--- config.mk ---
export PLATFORM = sky130hd
export DESIGN_NAME = sorted_oneshot_timer_queue_top
export DESIGN_NICKNAME = d
export VERILOG_FILES = /design/src/stq_pkg.sv /design/src/stq_order_list.sv /design/src/sorted_oneshot_timer_queue_top.sv
export SDC_FILE = /design/constraint.sdc
export NUM_CORES = 1
export LEC_CHECK = 0
export BUFFER_PORTS_ARGS = -buffer_cell sky130_fd_sc_hd__clkbuf_2
export CAP_MARGIN = 15
export CORE_ASPECT_RATIO = 0.7
export CORE_MARGIN = 2
export CORE_UTILIZATION = 35
export CTS_BUF_LIST = sky130_fd_sc_hd__clkbuf_8
export DETAILED_ROUTE_END_ITERATION = 12
export GPL_TIMING_DRIVEN = 0
export PLACE_DENSITY = 0.6
export SETUP_SLACK_MARGIN = 0.02
export SYNTH_ARGS = -nofsm -noshare
export SYNTH_HDL_FRONTEND = slang
export SYNTH_HIERARCHICAL = 1
export SYNTH_SLANG_ARGS = --single-unit
--- constraint.sdc ---
create_clock -name i_clk -period 7.7 [get_ports i_clk]
set_clock_uncertainty 0.05 [all_clocks]
set_input_delay 0.77 -clock i_clk [delete_from_list [all_inputs] [get_ports i_clk]]
set_output_delay 0.77 -clock i_clk [all_outputs]
set_load 0.03 [all_outputs]
--- src/stq_pkg.sv ---
// ----------------------------------------------------------------------------
// stq_pkg: shared types and constants of the sorted one-shot timer queue
// Request and response structs, operation and result codes, sequencer states.
// ----------------------------------------------------------------------------
package stq_pkg;

    localparam int NumTimersDef = 16;
    localparam int TimeBitsDef  = 32;

    // A tick reports at most this many fired timers.
    localparam int MaxOut       = 16;
    localparam int NFIRED_W     = $clog2(MaxOut + 1);

    typedef enum logic [1:0] {
        FUNC_ADD   = 2'd0,
        FUNC_DEL   = 2'd1,
        FUNC_REARM = 2'd2,
        FUNC_TICK  = 2'd3
    } t_func;

    typedef enum logic [1:0] {
        KIND_ARMED = 2'd0,
        KIND_DEL   = 2'd1,
        KIND_FIRED = 2'd2,
        KIND_NONE  = 2'd3
    } t_kind;

    typedef struct packed {
        t_func       func;
        logic [3:0]  timer_id;
        logic [31:0] expiry;
        logic [31:0] now;
    } t_req;

    typedef struct packed {
        t_kind      kind;
        logic [3:0] fired_id;
        logic       cancelled;
        logic       last;
    } t_rsp;

    typedef enum logic [1:0] {
        LIST_NONE,
        LIST_INSERT,
        LIST_REMOVE
    } t_list_op;

    typedef enum logic [2:0] {
        ST_IDLE,
        ST_FIND,
        ST_SCAN_RD,
        ST_SCAN_CMP,
        ST_INSERT,
        ST_RESP,
        ST_TICK_RD,
        ST_TICK_CMP
    } t_state;

endpackage

--- src/stq_order_list.sv ---
// ----------------------------------------------------------------------------
// stq_order_list: sorted list of timer slots
// Register line that opens a gap for an insert or closes one on a remove,
// with one read port at a sequencer-chosen position.
// ----------------------------------------------------------------------------
module stq_order_list
    import stq_pkg::*;
#(
    parameter int NUM_TIMERS = NumTimersDef,
    localparam int IDX_W     = (NUM_TIMERS > 1) ? $clog2(NUM_TIMERS) : 1
) (
    input  logic             i_clk,
    input  t_list_op         i_op,
    input  logic [IDX_W-1:0] i_pos,
    input  logic [IDX_W-1:0] i_slot,
    input  logic [IDX_W-1:0] i_rd_idx,
    output logic [IDX_W-1:0] o_rd_slot
);

    logic [IDX_W-1:0] r_list [NUM_TIMERS];
    logic [IDX_W-1:0] n_list [NUM_TIMERS];

    always_comb begin
        n_list = r_list;
        unique case (i_op)
            LIST_NONE: begin
            end
            LIST_INSERT: begin
                if (i_pos == '0) begin
                    n_list[0] = i_slot;
                end
                for (int i = 1; i < NUM_TIMERS; i++) begin
                    if (IDX_W'(i) > i_pos) begin
                        n_list[i] = r_list[i-1];
                    end else if (IDX_W'(i) == i_pos) begin
                        n_list[i] = i_slot;
                    end
                end
            end
            LIST_REMOVE: begin
                for (int i = 0; i < NUM_TIMERS - 1; i++) begin
                    if (IDX_W'(i) >= i_pos) begin
                        n_list[i] = r_list[i+1];
                    end
                end
            end
            default: begin
            end
        endcase
    end

    always_ff @(posedge i_clk) begin
        r_list <= n_list;
    end

    assign o_rd_slot = r_list[i_rd_idx];

endmodule

--- src/sorted_oneshot_timer_queue_top.sv ---
// ----------------------------------------------------------------------------
// sorted_oneshot_timer_queue_top: sorted list of one-shot timers
// Add, delete, re-arm and tick requests on a list kept in expiry order,
// walked one entry at a time, with one expiry comparison per step.
// ----------------------------------------------------------------------------
//  Channel   Ports                    Handshake
//  request   i_req (t_req)            taken when start is high and busy is low
//  response  o_rsp (t_rsp), o_strobe  one cycle per result, cannot be held off
//
//  Add / re-arm: find the old entry if the timer is armed, then an expiry
//  read and a compare per list entry up to the insert point, then the insert.
//  Delete: find the entry and remove it. Tick: a read and a compare per fired timer.
//  The expiry memory's one read port keeps the walk to one list entry per step.
//  Reset clears the pending count and the armed flags; no clearing pass runs.
//  Results leave as one-cycle strobes; the receiver cannot stall the block.
// ----------------------------------------------------------------------------
module sorted_oneshot_timer_queue_top
    import stq_pkg::*;
#(
    parameter int NUM_TIMERS = NumTimersDef,
    parameter int TIME_BITS  = TimeBitsDef
) (
    input  logic i_clk,
    input  logic i_rst_n,
    input  logic start,
    output logic busy,
    input  t_req i_req,
    output logic o_strobe,
    output t_rsp o_rsp
);

    localparam int IDX_W = (NUM_TIMERS > 1) ? $clog2(NUM_TIMERS) : 1;
    localparam int CNT_W = $clog2(NUM_TIMERS + 1);

    t_state               r_state, n_state;
    logic [CNT_W-1:0]     r_idx, n_idx;
    logic [CNT_W-1:0]     r_cnt, n_cnt;
    logic [NUM_TIMERS-1:0] r_armed, n_armed;
    logic                 r_canc, n_canc;
    logic [IDX_W-1:0]     r_held_slot, n_held_slot;
    logic                 r_has_held, n_has_held;
    logic [NFIRED_W-1:0]  r_nfired, n_nfired;
    logic                 r_strobe, n_strobe;
    t_rsp                 r_rsp, n_rsp;

    t_func                r_func;
    logic [3:0]           r_id;
    logic [IDX_W-1:0]     r_slot;
    logic [TIME_BITS-1:0] r_exp;
    logic [TIME_BITS-1:0] r_now;

    logic [TIME_BITS-1:0] r_exp_mem [NUM_TIMERS];
    logic [TIME_BITS-1:0] r_rd_exp;
    logic                 exp_we;

    t_list_op             list_op;
    logic [IDX_W-1:0]     list_pos;
    logic [IDX_W-1:0]     rd_slot;

    logic                 accept;
    logic                 in_valid;
    logic [IDX_W+3:0]     id_wide;
    logic [IDX_W-1:0]     in_slot;
    logic [TIME_BITS+31:0] exp_wide;
    logic [TIME_BITS+31:0] now_wide;
    logic [IDX_W+3:0]     held_wide;
    logic [3:0]           held_id;

    assign busy     = (r_state != ST_IDLE);
    assign accept   = start && !busy;
    assign in_valid = (32'(i_req.timer_id) < 32'(NUM_TIMERS));
    assign id_wide  = {IDX_W'(0), i_req.timer_id};
    assign in_slot  = id_wide[IDX_W-1:0];
    assign exp_wide = {TIME_BITS'(0), i_req.expiry};
    assign now_wide = {TIME_BITS'(0), i_req.now};
    assign held_wide = {4'd0, r_held_slot};
    assign held_id  = held_wide[3:0];

    stq_order_list #(
        .NUM_TIMERS (NUM_TIMERS)
    ) u_order_list (
        .i_clk     (i_clk),
        .i_op      (list_op),
        .i_pos     (list_pos),
        .i_slot    (r_slot),
        .i_rd_idx  (r_idx[IDX_W-1:0]),
        .o_rd_slot (rd_slot)
    );

    // Expiry store: read address follows the list entry under the walk index.
    always_ff @(posedge i_clk) begin
        if (exp_we) begin
            r_exp_mem[r_slot] <= r_exp;
        end
        r_rd_exp <= r_exp_mem[rd_slot];
    end

    always_comb begin
        n_state     = r_state;
        n_idx       = r_idx;
        n_cnt       = r_cnt;
        n_armed     = r_armed;
        n_canc      = r_canc;
        n_held_slot = r_held_slot;
        n_has_held  = r_has_held;
        n_nfired    = r_nfired;
        n_strobe    = 1'b0;
        n_rsp       = r_rsp;
        list_op     = LIST_NONE;
        list_pos    = r_idx[IDX_W-1:0];
        exp_we      = 1'b0;

        unique case (r_state)
            ST_IDLE: begin
                if (start) begin
                    n_idx      = '0;
                    n_nfired   = '0;
                    n_has_held = 1'b0;
                    n_canc     = 1'b0;
                    unique case (i_req.func)
                        FUNC_ADD, FUNC_REARM: begin
                            if (!in_valid) begin
                                n_state = ST_RESP;
                            end else if (r_armed[in_slot]) begin
                                n_state = ST_FIND;
                            end else begin
                                n_state = ST_SCAN_RD;
                            end
                        end
                        FUNC_DEL: begin
                            if (in_valid && r_armed[in_slot]) begin
                                n_state = ST_FIND;
                            end else begin
                                n_state = ST_RESP;
                            end
                        end
                        FUNC_TICK: begin
                            n_state = ST_TICK_RD;
                        end
                        default: begin
                        end
                    endcase
                end
            end

            ST_FIND: begin
                if (r_idx != r_cnt && rd_slot != r_slot) begin
                    n_idx = r_idx + 1'b1;
                end else begin
                    if (r_idx != r_cnt) begin
                        list_op = LIST_REMOVE;
                        n_cnt   = r_cnt - 1'b1;
                    end
                    n_armed[r_slot] = 1'b0;
                    if (r_func == FUNC_DEL) begin
                        n_canc  = 1'b1;
                        n_state = ST_RESP;
                    end else begin
                        n_idx   = '0;
                        n_state = ST_SCAN_RD;
                    end
                end
            end

            ST_SCAN_RD: begin
                if (r_idx == r_cnt) begin
                    n_state = ST_INSERT;
                end else begin
                    n_state = ST_SCAN_CMP;
                end
            end

            ST_SCAN_CMP: begin
                // Equal expiries go behind those already in the list.
                if (r_exp < r_rd_exp) begin
                    n_state = ST_INSERT;
                end else begin
                    n_idx   = r_idx + 1'b1;
                    n_state = ST_SCAN_RD;
                end
            end

            ST_INSERT: begin
                list_op         = LIST_INSERT;
                exp_we          = 1'b1;
                n_cnt           = r_cnt + 1'b1;
                n_armed[r_slot] = 1'b1;
                n_state         = ST_RESP;
            end

            ST_RESP: begin
                n_strobe        = 1'b1;
                n_rsp.kind      = (r_func == FUNC_DEL) ? KIND_DEL : KIND_ARMED;
                n_rsp.fired_id  = r_id;
                n_rsp.cancelled = (r_func == FUNC_DEL) ? r_canc : 1'b0;
                n_rsp.last      = 1'b1;
                n_state         = ST_IDLE;
            end

            ST_TICK_RD: begin
                if (r_cnt == '0 || r_nfired == NFIRED_W'(MaxOut)) begin
                    n_strobe        = 1'b1;
                    n_rsp.kind      = r_has_held ? KIND_FIRED : KIND_NONE;
                    n_rsp.fired_id  = r_has_held ? held_id : 4'd0;
                    n_rsp.cancelled = 1'b0;
                    n_rsp.last      = 1'b1;
                    n_state         = ST_IDLE;
                end else begin
                    n_state = ST_TICK_CMP;
                end
            end

            ST_TICK_CMP: begin
                // A fired timer is held back one step so that its last flag
                // is known when it leaves.
                if (!(r_rd_exp > r_now)) begin
                    if (r_has_held) begin
                        n_strobe        = 1'b1;
                        n_rsp.kind      = KIND_FIRED;
                        n_rsp.fired_id  = held_id;
                        n_rsp.cancelled = 1'b0;
                        n_rsp.last      = 1'b0;
                    end
                    n_held_slot      = rd_slot;
                    n_has_held       = 1'b1;
                    list_op          = LIST_REMOVE;
                    list_pos         = '0;
                    n_cnt            = r_cnt - 1'b1;
                    n_armed[rd_slot] = 1'b0;
                    n_nfired         = r_nfired + 1'b1;
                    n_state          = ST_TICK_RD;
                end else begin
                    n_strobe        = 1'b1;
                    n_rsp.kind      = r_has_held ? KIND_FIRED : KIND_NONE;
                    n_rsp.fired_id  = r_has_held ? held_id : 4'd0;
                    n_rsp.cancelled = 1'b0;
                    n_rsp.last      = 1'b1;
                    n_state         = ST_IDLE;
                end
            end

            default: begin
                n_state = ST_IDLE;
            end
        endcase
    end

    always_ff @(posedge i_clk) begin
        if (!i_rst_n) begin
            r_state    <= ST_IDLE;
            r_cnt      <= '0;
            r_armed    <= '0;
            r_strobe   <= 1'b0;
            r_has_held <= 1'b0;
            r_idx      <= '0;
            r_nfired   <= '0;
        end else begin
            r_state    <= n_state;
            r_cnt      <= n_cnt;
            r_armed    <= n_armed;
            r_strobe   <= n_strobe;
            r_has_held <= n_has_held;
            r_idx      <= n_idx;
            r_nfired   <= n_nfired;
        end
    end

    always_ff @(posedge i_clk) begin
        r_canc      <= n_canc;
        r_held_slot <= n_held_slot;
        r_rsp       <= n_rsp;
        if (accept) begin
            r_func <= i_req.func;
            r_id   <= i_req.timer_id;
            r_slot <= in_slot;
            r_exp  <= exp_wide[TIME_BITS-1:0];
            r_now  <= now_wide[TIME_BITS-1:0];
        end
    end

    assign o_strobe = r_strobe;
    assign o_rsp    = r_rsp;

endmodule

======== Word-level counts from Yosys, hierarchy flattened ========
Memories as Yosys holds them, arrays and structs flattened. A register that Yosys moved wholly into a read port is not among the register bits.
Index checks and enable logic that the tools add are counted.
W data, S select, Z words.
word-level totals
  register bits after elaboration ......... 183
  memory bits (writable) .................. 512
  output and inout port bits .............. 10
  logic and storage cells ................. 305
  memories kept ........................... 1
cells by class
  add/sub/neg operators ................... 4
  order comparisons ....................... 38
  equality and inequality tests ........... 71
  mux-type cells .......................... 108
  bitwise operators ....................... 7
  reduce and logical (&&, ||, !) cells .... 43
memories
  memory     depth  bits a word  read ports  clocked after memory_dff  write ports  line                                  source
  r_exp_mem  16     32           1           1                         1            sorted_oneshot_timer_queue_top.sv:52  logic [TIME_BITS-1:0] r_exp_mem [NUM_TIMERS];
operators with widths
  operator              number
  $mux W4               51
  $pmux W60 S2          1
  $reduce_and A3 Y1     18
  $pmux W16 S3          1
  $ne A3 B1 Y1 const B  14
  $mux W5               8
  $and A16 B16 Y16      2
  $eq A4 B4 Y1 const A  8
  $gt A32 B32 Y1        1
  $gt A4 B4 Y1 const A  8
  $lt A32 B32 Y1        1
  $mux W16              2
  $ne A2 B1 Y1 const B  16
  $not A16 Y16          2
  $pmux W5 S3           2
  $ge A4 B4 Y1 const A  7
  $mux W3               8
  $mux W8               3
  $pmux W3 S8           1
  $pmux W8 S3           1
  $bmux W4 S4           1
  $eq A3 B4 Y1 const A  4
  $ge A3 B4 Y1 const A  4
  $gt A3 B4 Y1 const A  4
  46 further kinds      103

======== Longest topological paths before layout ========
Gate-level depths: netlist of run 1.
  word-level depth ........................ 12
  mapped depth ............................ 16

======== Cells and area by module ========
The synthesis of run 1 kept the hierarchy.
modules (own cells, without submodules)
  module                          instances  cells each  area an instance (µm²)
  sorted_oneshot_timer_queue_top  1          1,391       26,459.1
  stq_order_list                  1          361         4,132.7

======== Worst setup path after synthesis of run 1 ========
No wires, ideal clock.
  path type ............................... register -> register
  from .................................... register r_idx[0]
  to ...................................... register u_order_list/r_list[4] (netlist name), enable pin
  arrival ................................. 3.685 ns
  data required time ...................... 7.300 ns
  setup slack ............................. 3.615 ns
  stages on the path, launching flop included .. 16
  clock period less this slack ............ 4.085 ns
  path through ............................ dfxtp_1 buf_6 buf_12 mux4_2 a22oi_2 nand3_1 xor2_1 nor4_1 and3_1 or2_2 inv_1 ha_1 or2_2 and2_1 clkbuf_1 a41oi_1
between the ends
  cells in the longest elaborated chain, start to end .. 11
  elaborated cells between the ends (all ways) .. 21
  those cells by class .................... order compare (2); eq/ne (7); mux (8); bitwise (1); reduce/logical (3)
RTL lines
  item                                                  line                                   source
  start: declaration                                    sorted_oneshot_timer_queue_top.sv:36   logic [CNT_W-1:0] r_idx, n_idx;
  start signal: assignment                              sorted_oneshot_timer_queue_top.sv:263  r_idx <= n_idx;
  $not A4 Y5 (not written as such) *                    stq_order_list.sv:56                   assign o_rd_slot = r_list[i_rd_idx];
  $bmux W4 S4 *                                         stq_order_list.sv:56
  $mux W4 (not written as such) * (2 in a row)          stq_order_list.sv:56
  via rd_slot[2]                                        sorted_oneshot_timer_queue_top.sv:58   logic [IDX_W-1:0] rd_slot;
  $ne A4 B4 Y1 *                                        sorted_oneshot_timer_queue_top.sv:147  if (r_idx != r_cnt && rd_slot != r_slot) begin
  $logic_and A1 B1 Y1 *                                 sorted_oneshot_timer_queue_top.sv:147
  $mux W2 *                                             sorted_oneshot_timer_queue_top.sv:147
  $pmux W2 S3 *                                         sorted_oneshot_timer_queue_top.sv:113  unique case (r_state)
  via list_op[1]                                        sorted_oneshot_timer_queue_top.sv:56   t_list_op list_op;
  $eq A2 B1 Y1 / $eq A2 B2 Y1 (equally long branches)   stq_order_list.sv:25                   unique case (i_op)
  $ne A3 B1 Y1 (no line), or another cell as far along  --
  $reduce_and A3 Y1 (no line) *                         --
  end signal: assignment                                stq_order_list.sv:53                   r_list <= n_list;
  end: declaration                                      stq_order_list.sv:20                   logic [IDX_W-1:0] r_list [NUM_TIMERS];
Mark *: on every way through the listed nets, which the timed path passes. The rest lies on a longest branch. The select of a mux whose other input is x is not followed.
A chain may end at the register's enable or synchronous reset.

======== Worst setup path after layout of run 1 ========
  from .................................... register r_idx[1]
  to ...................................... register u_order_list/r_list[5] (netlist name), enable pin
Same word-level chain as after synthesis.

==> metrics, run 1 <==
outcome finished clean; Syn. warnings 6; Detail Placement HPWL 51,310 um; top achievable clock speed 0.1724 GHz; vias in the first global route 17,610; # hold bufs at CTS 0; post-route cell area about 36,000 um^2; First-pass DRT Iterations 6; Root Buffer clkbuf_8; arrival time at the worst endpoint slightly above 6 ns; Clk pin slew, worst setup/hold paths ~0.060 ns; Synth Area in XOR/XNOR less than 1%; drt total wl ~80,000 um; Mapped Nets between 1,500 and 2,000; initial antenna violation count 1; max-slew violation count 0; initial DRC count 1,585; Skew-Pair Late Insertion Delay 0.76 ns; largest family of logic cells by synthesized area multiplexers; Final min period roughly 5.8 ns; Slew HR 27.69%; number of diodes 0; Required @ worst endpoint between 8 and 9 ns; Die ar. between 80,000 and 90,000 um^2; Hold Crit Class input pin to flop; endpoints failing setup 0; VDD IR-drop max 0.0001479 V; Netlist Area Pre-Place between 30,000 and 40,000 um^2; Starting Density between 30% and 40%; final setup margin approximately 1.9 ns; Ports 83; worst slew pin tran around 1.1 ns; first-pass GRT wire length between 100,000 and 150,000 um; Post-CTS Setup Bufs 0; Gate Count Post-Synth between 1,500 and 2,000; grt ovf 0; RSZ-0062 raised after global routing no; area delta synth->final 16.38%; P_leak approximately 12 nW; vias per cell 5.331; Power Density 342.7 nW/um^2; routed wl met2 approximately 36,000 um; Area contributors post-synth edfxtp_1, mux4_2, dfxtp_1, ha_1, mux2i_1; largest net degree at the start of global routing 46; FF+latch count, synth roughly 730; Avg Cell Area, Syn 17.46 um^2; Setup crit start kind flop; share of post-route cells with drive strength above 1 26.38%; RD Place Congestion 0.8618; # clock sinks about 730; Port-buffer cells 82; met3 WL 5152 um; Synth Area in Compound Gates around 4.7%; Hold Vio Cnt, Final 0; CTS tree built; Die X 357.4 um; Via Count 17,270; Synth Area in Simple Gates 5.006%; Async SR Flop Fraction 0%; mux contribution to synthesized area between 15 and 20%; top_reg_cell synth edfxtp_1; post-synth top area share between 60% and 70%; worst slack at placement 1.949 ns; Synth area leader edfxtp_1; row cnt 90; H-tree depth 3; M1 wire length 35,270 um; top layer in use met4; Distinct cells, synth roughly 70; crit path capture type flop; post-cts repair resize count 0; routed len/inst 24.10 um; Adder-Cell Fraction of Synth Area ~3.0%; EDFF count, synth approximately 660; drt drc 0; Max Cap Violations 0; Die H about 250 um; CORE AREA between 80,000 and 90,000 um^2; TritonCTS Buffers 111; crit path kind flop to flop; crit-path max FO 10; register area share after synthesis between 60 and 70%; final net count around 2,100; DP Area about 33,000 um^2; Post-DRT Antenna Nets 0; CTS max path bufs 3; Final Cycle Share around 75%; GRT Total Usage between 15 and 20%
-- synthesized netlist by cell type, types with 6 or more instances --
master	count
a211oi_1	6
a21boi_0	6
a21o_1	8
a21oi_1	59
a31oi_1	10
and2_1	8
and3_1	6
buf_1	8
buf_2	20
clkbuf_1	51
dfxtp_1	68
edfxtp_1	659
ha_1	71
inv_1	77
mux2_2	8
mux2i_1	56
mux4_2	177
nand2_1	105
nand2b_1	15
nand3_1	36
nand3b_1	6
nand4_1	15
nor2_1	50
nor2b_1	11
nor3_1	15
o21ai_0	78
o31ai_1	13
o41ai_1	6
or4_1	7
xor2_1	10
-- layer usage --
| layer | GRT usage (%) | vias up |
|---|---|---|
| li1 | - | 7495 |
| met3 | 3.434 | 141 |
| met1 | 25.41 | 8965 |
| met4 | 4.310 | 0 |
| met5 | 0 | - |
| met2 | 27.31 | 666 |
-- critical path, stage by stage, from the launching register on --
cell      delay, ns
dfxtp_1        0.46
buf_2          0.32
buf_2          0.36
mux4_2         0.40
a22oi_1        0.42
nand3_1        0.16
buf_2          0.26
xor2_1         0.20
nor4_1         0.50
and3_1         0.43
or2_2          0.19
inv_1          0.04
ha_1           0.30
or2_2          0.36
and2_1         0.17
clkbuf_1       0.20
a41oi_1        0.59
-- placed cells by master, fill, tap and decap left out, types with 9 or more instances in the layout --
cell type / count
xor2_1: 10
buf_6: 23
dfxtp_1: 68
a21oi_1: 59
buf_8: 10
nor2_1: 38
nor3_1: 11
clkinv_2: 22
buf_12: 9
nand2b_1: 15
clkbuf_8: 128
buf_2: 20
clkinv_1: 19
nor2b_1: 11
nand2_1: 105
nand3_1: 36
ha_1: 71
a31oi_1: 10
edfxtp_1: 659
o31ai_1: 13
nand4_1: 15
o21ai_0: 78
clkbuf_2: 82
mux4_2: 177
inv_1: 103
mux2i_1: 56
buf_16: 9
nor2_4: 12
clkbuf_1: 51
-- power breakdown --
group | total, W | switching [W] | internal, W | leakage, nW
combinational | 0.00355 | 0.00197 | 0.00159 | 4.53
sequential | 0.00538 | 0.000409 | 0.00497 | 6.53
clock | 0.00327 | 0.00157 | 0.00170 | 1.27
-- final cells by class --
class                           count  area (um^2)
Clock inverter                     82        525.5
Tap cell                         1150         1439
Fill cell                        7720        50770
Timing Repair Buffer              127         1171
Inverter                           82        310.3
Multi-Input combinational cell    856         8831
Sequential cell                   727        21150
Buffer                             87        412.9
Clock buffer                      128         1762
-- through the flow --
step                setup TNS, ns  hold slack, ns  cells  power [W]  utilization [%]
CTS                             0         0.06815   3233    0.01228            41.12
finish                          0          0.1486   3239    0.01220            41.22
detailed placement              0          0.4497   3023   0.008980            38.48
floorplan                       0          0.3984   1752   0.007734                -
global route                    0         0.08143   3239    0.01283            41.22
global placement          -0.4980          0.4347   2984   0.008850            37.56
-- worst paths after layout --
kind	slack, ns	endpoint	startpoint	cells after the start
worst min register to register	0.46	r_armed[9]	r_armed[9]	2
worst max-delay path	1.90	u_order_list/r_list[5]	r_idx[1]	16
worst max register to register	1.90	u_order_list/r_list[5]	r_idx[1]	16
worst min-delay path	0.15	r_exp[6]	i_req[38]	1
-- cell families after synthesis --
kind of cell	after synthesis
DFF	727
and+or+nand+nor	301
muxes	245
AOI/OAI and AO/OA	226
buffers and inverters	169
adders and majority gates	72
xor gates and xnor gates	12
-- flip-flops by register name, summed over array words and instances, names as in the netlist --
name / count
r_canc: 1
r_func: 2
r_now: 32
r_rd_exp: 32
r_idx: 5
r_cnt: 5
o_rsp: 8
r_slot: 4
o_strobe: 1
r_has_held: 1
r_nfired: 5
held_id: 4
r_state: 3
r_exp_mem: 512
u_order_list/r_list: 64
r_armed: 16
r_exp: 32
Note: power is estimated with default switching activity, not from simulation.
==> run 2: changes to the inputs <==
--- a/config.mk
+++ b/config.mk
@@ -5,6 +5,7 @@
 export SDC_FILE = /design/constraint.sdc
 export NUM_CORES = 1
 export LEC_CHECK = 0
+export ABC_AREA = 1
 export BUFFER_PORTS_ARGS = -buffer_cell sky130_fd_sc_hd__clkbuf_2
 export CAP_MARGIN = 15
 export CORE_ASPECT_RATIO = 0.7
@@ -13,7 +14,7 @@
 export CTS_BUF_LIST = sky130_fd_sc_hd__clkbuf_8
 export DETAILED_ROUTE_END_ITERATION = 12
 export GPL_TIMING_DRIVEN = 0
-export PLACE_DENSITY = 0.6
+export PLACE_DENSITY = 0.62
 export SETUP_SLACK_MARGIN = 0.02
 export SYNTH_ARGS = -nofsm -noshare
 export SYNTH_HDL_FRONTEND = slang
==> constraint.sdc (replaced) <==
create_clock -name i_clk -period 5.14 [get_ports i_clk]
set_clock_uncertainty 0.05 [all_clocks]
set_input_delay 0.514 -clock i_clk [delete_from_list [all_inputs] [get_ports i_clk]]
set_output_delay 0.514 -clock i_clk [all_outputs]
set_load 0.03 [all_outputs]
==> run 2 against run 1 <==
  * Critical endpoint is now u_order_list/r_list[15]
  * Clock power is 46% higher
  * Wire length is 12% higher
  * Die area is 1.4% lower
  * Synthesized cell count is 35% higher
  * Via count is 22% higher
  * Register-to-register slack worse by 1.6 ns
==> metrics, run 2 <==
Max stage delay on crit path 0.57 ns (-0.02 ns); drt drc 0 (unchanged); Hold Crit Class input pin to flop; share of post-route cells with drive strength above 1 13.63% (-13 points); Via Count 21,010 (+22%); Detail Placement HPWL 59,970 um (+17%); Finished Layout Cells 3,925 (+21%); Die ar. 88,520 um^2 (-1.4%); Final Cycle Share 94.45% (+19 points); row cnt 90 (unchanged); first-pass GRT wire length 128,200 um (+11%); met3 WL 10,600 um (+110%); top layer in use met4; post-synth top area share 65.65% (+0.96 points); CTS max path bufs 3 (unchanged); arrival time at the worst endpoint 5.22 ns (-0.91 ns); Distinct cells, synth 43 (-40%); Gate Count Post-Synth 2,362 (+35%); routed len/inst 22.38 um (-7.2%); Avg Cell Area, Syn 12.76 um^2 (-27%); slowest cell on the critical path a21oi_1; initial DRC count 2,827 (+78%); Starting Density 35.17% (-0.24 points); Required @ worst endpoint 5.51 ns (-2.52 ns); Post-DRT Antenna Nets 0 (unchanged); EDFF count, synth 659 (unchanged); TritonCTS Buffers 108 (-2.7%); P_leak 13.03 nW (+5.7%); RSZ-0062 raised after global routing no; grt ovf 0 (unchanged); Ports 83 (unchanged); max FFs per register 512 (unchanged); crit-path max FO 7 (-3); count leader, synth edfxtp_1; drt total wl 87,830 um (+12%); GRT Total Usage 19.52% (+1.9 points); register area share after synthesis 70.17% (+1.0 points); Root Buffer clkbuf_8; H-tree depth 3 (unchanged); # clock sinks 727 (unchanged); most frequent cells in the layout edfxtp_1, nand2_1, a22oi_1; crit path capture type flop; endpoints failing setup 0 (unchanged); First-pass DRT Iterations 5 (-1); CP Cell Sequence inv_1 -> ha_1 -> nand2_1 -> nor2_1 -> nand4_1 -> nor2_1 -> nand4_1 -> nand2_1 -> nand2_1 -> o31ai_1 -> inv_1 -> ha_1 -> nor2_1 -> inv_1 -> a21oi_1; crit path kind flop to flop; CORE AREA 85,690 um^2 (-0.78%); outcome finished clean; area delta synth->final 18.42%; Die H 249.5 um (-0.73%); CTS tree built; post-cts repair resize count 0 (unchanged); Final min period 4.855 ns (-0.9444 ns); largest net degree at the start of global routing 28 (-39%); Cell Count Post-Placement 3,649 (+21%); Die X 354.8 um (-0.73%); RD Place Congestion 0.9404 (+9.1%); Clk pin slew, worst setup/hold paths 0.07 ns (about the same); final net count 2,824 (+32%); Hold Vio Cnt, Final 0 (unchanged); worst slew pin tran 1.186 ns (+0.1016 ns); Area contributors post-synth edfxtp_1, a22oi_1, dfxtp_1, nand2_1, a21oi_1; Mapped Nets 2,507 (+32%); Syn. warnings 6 (unchanged); M1 wire length 39,820 um (+13%); routed wl met2 35,550 um (-1.4%); initial antenna violation count 0 (-1); Synth area leader edfxtp_1; Skew-Pair Late Insertion Delay 0.81 ns (+0.05 ns); VDD IR-drop max 0.0002590 V (+75%); worst hold slack 0.1399 ns (-0.008668 ns); Largest Register r_exp_mem; top_reg_cell synth edfxtp_1; biggest regs r_exp_mem (512), u_order_list/r_list (64); max-slew violation count 0 (unchanged); cell family with most CP delay simple AND/OR/NAND/NOR gates; Slew HR 20.92% (-6.8 points); Max Cap Violations 0 (unchanged); vias in the first global route 19,870 (+13%); Async SR Flop Fraction 0% (unchanged); Synth top cells by count edfxtp_1, nand2_1, a22oi_1; top achievable clock speed 0.2060 GHz (+19%); vias per cell 5.352 (+0.39%); Buf/Inv on CP 3 (-2); Port-buffer cells 82 (unchanged); commonest non-fill, non-tap cell in the layout edfxtp_1; Power Density 535.2 nW/um^2 (+56%); FF+latch count, synth 727 (unchanged); Setup crit start kind flop; Netlist Area Pre-Place 30,140 um^2 (-1.5%)
==> run 2: changes by cell type in the layout (fill, tap and decap cells not counted), sizes merged, moves of 18 or more <==
cell and change:
nand3 +82, or4 +25, a21oi +151, a22oi +249
o211ai +36, dlygate4sd3 +70, nand2 +180, clkinv -19
nor2 +49, mux4 -181, clkbuf +18, inv +161
buf +21, mux2i -56
==> run 2: worst paths after layout <==
kind	cells after the start	startpoint	endpoint	slack (ns)
setup / recovery	15	r_now[23]	u_order_list/r_list[15]	0.29
hold reg to reg	2	r_armed[1]	r_armed[1]	0.45
hold / removal	3	i_rst_n	r_idx[3]	0.14
setup reg to reg	15	r_now[23]	u_order_list/r_list[15]	0.29
==> run 2: what timing repair did <==
item                                   CTS  global route
buffers inserted                         0             0
endpoints found under the hold margin   70             0
hold buffers                            70             0
==> run 2: layer usage <==
metal / up-vias / global-route usage, %
met3: 141 / 4.775
met1: 10210 / 30.21
met2: 1180 / 26.67
met4: 0 / 5.775
li1: 9473 / -
met5: - / 0
==> run 2: final cells by class <==
cell class,instances,area (um^2)
antenna,1,2.502
buffer,114,505.5
timing repair buffer,207,1805
clock inverter,75,426.7
clock buffer,130,1789
fill,7915,50000
inverter,221,829.5
sequential,727,21150
tap,1150,1439
multi-input combinational,1300,7747
==> run 2: worst reg2reg max path: cells and delay by family (launching register included) <==
| family | cells | cell delay (ns) |
|---|---|---|
| and+or+nand+nor | 8 | 2.28 |
| adders and majority gates | 2 | 0.57 |
| DFF | 1 | 0.33 |
| AOI/OAI and AO/OA | 2 | 0.75 |
| buffers and inverters | 3 | 0.48 |
==> run 2: cell families after synthesis <==
family	share of synthesized area, %
flops	70.17
xor+xnor	0.4940
fa+ha+maj	3.014
simple gates	8.472
compound gates	13.42
buf+inv	4.429
==> run 2: power by group <==
group / internal [W] / switching (W)
Clock: 0.00242 / 0.00235
Sequential: 0.00735 / 0.000487
Combinational: 0.00191 / 0.00458
Total: 0.0117 / 0.00742
==> run 2: through the flow <==
step | setup WS, ns | utilization [%] | instance area [um^2] | power, W | TNS (ns)
floorplan | 0.6467 | - | 30140 | 0.01165 | 0
global placement | -2.448 | 37.33 | 31990 | 0.01414 | -990.51
detailed placement | 0.5195 | 38.25 | 32780 | 0.01424 | 0
CTS | 0.4264 | 41.65 | 35690 | 0.01909 | 0
global route | 0.1289 | 41.65 | 35690 | 0.02006 | 0
finish | 0.2854 | 41.65 | 35700 | 0.01910 | 0
==> run 3: changes to the inputs <==
--- a/config.mk
+++ b/config.mk
@@ -11,7 +11,6 @@
 export CORE_ASPECT_RATIO = 0.7
 export CORE_MARGIN = 2
 export CORE_UTILIZATION = 35
-export CTS_BUF_LIST = sky130_fd_sc_hd__clkbuf_8
 export DETAILED_ROUTE_END_ITERATION = 12
 export GPL_TIMING_DRIVEN = 0
 export PLACE_DENSITY = 0.62
==> run 3 against run 2 <==
  * Combinational power hardly changed
  * Critical path depth stayed put
  * Design area is 0.70% lower
  * Fmax is 0.90% lower
  * Register-to-register slack worse by 0.04 ns
  * Non-clock buffer count is 37 lower
  * Critical endpoint unchanged
  * Largest cell class unchanged
  * Largest power group unchanged
==> metrics, run 3 (same netlist as run 2, synthesis figures left out) <==
final net count 2,752 (-2.5%); number of diodes 0 (-1); CTS tree built; top achievable clock speed 0.2041 GHz (-0.90%); Buf/Inv on CP 3 (unchanged); TritonCTS Buffers 73 (-32%); max-slew violation count 0 (unchanged); Finished Layout Cells 3,812 (-2.9%); Max stage delay on crit path 0.60 ns (+0.03 ns); vias in the first global route 19,380 (-2.5%); Post-CTS Setup Bufs 0 (unchanged); Max Cap Violations 0 (unchanged); Post-DRT Antenna Nets 0 (unchanged); FILL cells 7,863 (-0.66%); Setup crit start kind flop; Ports 83 (unchanged); VDD IR-drop max 0.0002928 V (+13%); worst hold slack 0.02184 ns (-0.1180 ns); crit path kind flop to flop; RSZ-0062 raised after global routing no; First-pass DRT Iterations 6 (+1); biggest regs r_exp_mem (512), u_order_list/r_list (64); vias per cell 5.401 (+0.93%); Hold Vio Cnt, Final 0 (unchanged); grt ovf 0 (unchanged); area delta synth->final 17.59%; CP Cell Sequence inv_1 -> ha_1 -> nand2_1 -> nor2_1 -> nand4_1 -> nor2_1 -> nand4_1 -> nand2_1 -> nand2_1 -> o31ai_1 -> inv_1 -> ha_1 -> nor2_1 -> inv_1 -> a21oi_1; drt drc 0 (unchanged); arrival time at the worst endpoint 5.09 ns (-0.13 ns); CTS max path bufs 3 (unchanged); Root Buffer clkbuf_16; Required @ worst endpoint 5.33 ns (-0.18 ns); # clock sinks 727 (unchanged); Final min period 4.899 ns (+0.04422 ns); cell family with most CP delay simple AND/OR/NAND/NOR gates; commonest non-fill, non-tap cell in the layout edfxtp_1; endpoints failing setup 0 (unchanged); RD Place Congestion 0.9404 (unchanged); Die H 249.5 um (unchanged); worst slew pin tran 1.212 ns (+0.02583 ns); R2R Setup Slk 0.24 ns (-0.04 ns); outcome finished clean; Largest Register r_exp_mem; most frequent cells in the layout edfxtp_1, nand2_1, a22oi_1; routed len/inst 22.77 um (+1.7%); Port-buffer cells 82 (unchanged); Die X 354.8 um (unchanged); largest net degree at the start of global routing 28 (unchanged); row cnt 90 (unchanged); crit path capture type flop; first-pass GRT wire length 126,400 um (-1.4%); initial DRC count 3,023 (+6.9%); CORE AREA 85,690 um^2 (unchanged); Die ar. 88,520 um^2 (unchanged); slowest cell on the critical path a21oi_1; Starting Density 35.17% (unchanged); Detail Placement HPWL 59,970 um (unchanged); Hold Crit Class input pin to flop; initial antenna violation count 0 (unchanged); Clk pin slew, worst setup/hold paths 0.06 ns (about the same); H-tree depth 3 (unchanged); Final Cycle Share 95.31% (+0.86 points); drt total wl 86,790 um (-1.2%); max FFs per register 512 (unchanged); crit-path max FO 7 (unchanged); Skew-Pair Late Insertion Delay 0.63 ns (-0.18 ns); GRT Total Usage 19.24% (-0.28 points); Power Density 553.3 nW/um^2 (+3.4%); P_leak 12.71 nW (-2.5%); Slew HR 19.19% (-1.7 points); Cell Count Post-Placement 3,649 (unchanged); Via Count 20,590 (-2.0%); share of post-route cells with drive strength above 1 12.62% (-1.0 points)
-- run 3: timing repair --
action	4_1_cts	5_1_grt
resized for setup	0	0
hold buffers	33	0
endpoints found under the hold margin	33	0
-- run 3: layer usage --
layer  GRT usage (%)  wire [um]  up-vias  share of wire, %
met5               0          0        -                 0
met4           5.121       1876        0               2.2
met3           4.673       9416      122                11
met2           26.43      35080     1122                40
met1           29.91      40420    10040                47
li1                -          -     9302                 -
-- run 3: final timing paths --
| path | start | endpoint | depth (start not counted) |
|---|---|---|---|
| max | r_now[23] | u_order_list/r_list[15] | 15 |
| min reg2reg | r_armed[1] | r_armed[1] | 2 |
| max reg2reg | r_now[23] | u_order_list/r_list[15] | 15 |
| min | i_req[44] | r_exp[12] | 1 |
-- run 3: report_power, final --
group          switching [W]  internal, W
logic                0.00458      0.00189
clock network        0.00229      0.00301
registers           0.000488      0.00735
total                0.00736       0.0123
-- run 3: area by class of cell --
type                    instances  area (um^2)  area share, %
flip-flops and latches        727        21150          59.67
multi-input cells            1300         7747          21.86
clock buffers                  89         1949          5.500
well taps                    1150         1439          4.060
repair buffers                170         1435          4.049
inverters                     221        829.5          2.340
plain buffers                 114        505.5          1.426
clock inverters                41        387.9          1.094
-- run 3: worst register-to-register path: stages, from the launching register on --
cell and delay (ns):
edfxtp_1 0.32, inv_1 0.04, ha_1 0.29, nand2_1 0.07, nor2_1 0.19, nand4_1 0.35
nor2_1 0.43, nand4_1 0.39, nand2_1 0.24, nand2_1 0.21, o31ai_1 0.20, inv_1 0.09
ha_1 0.29, nor2_1 0.43, inv_1 0.33, a21oi_1 0.60
-- run 3: per-stage QoR --
stage	TNS [ns]	instance area [um^2]	setup slack (ns)	power, W	util (%)
after floorplan	0	30140	0.6467	0.01165	-
after global placement	-990.51	31990	-2.448	0.01414	37.33
after detailed placement	0	32780	0.5195	0.01424	38.25
after CTS	0	35440	0.4913	0.01958	41.36
after global routing	0	35440	0.2065	0.02052	41.36
final	0	35440	0.2411	0.01961	41.36
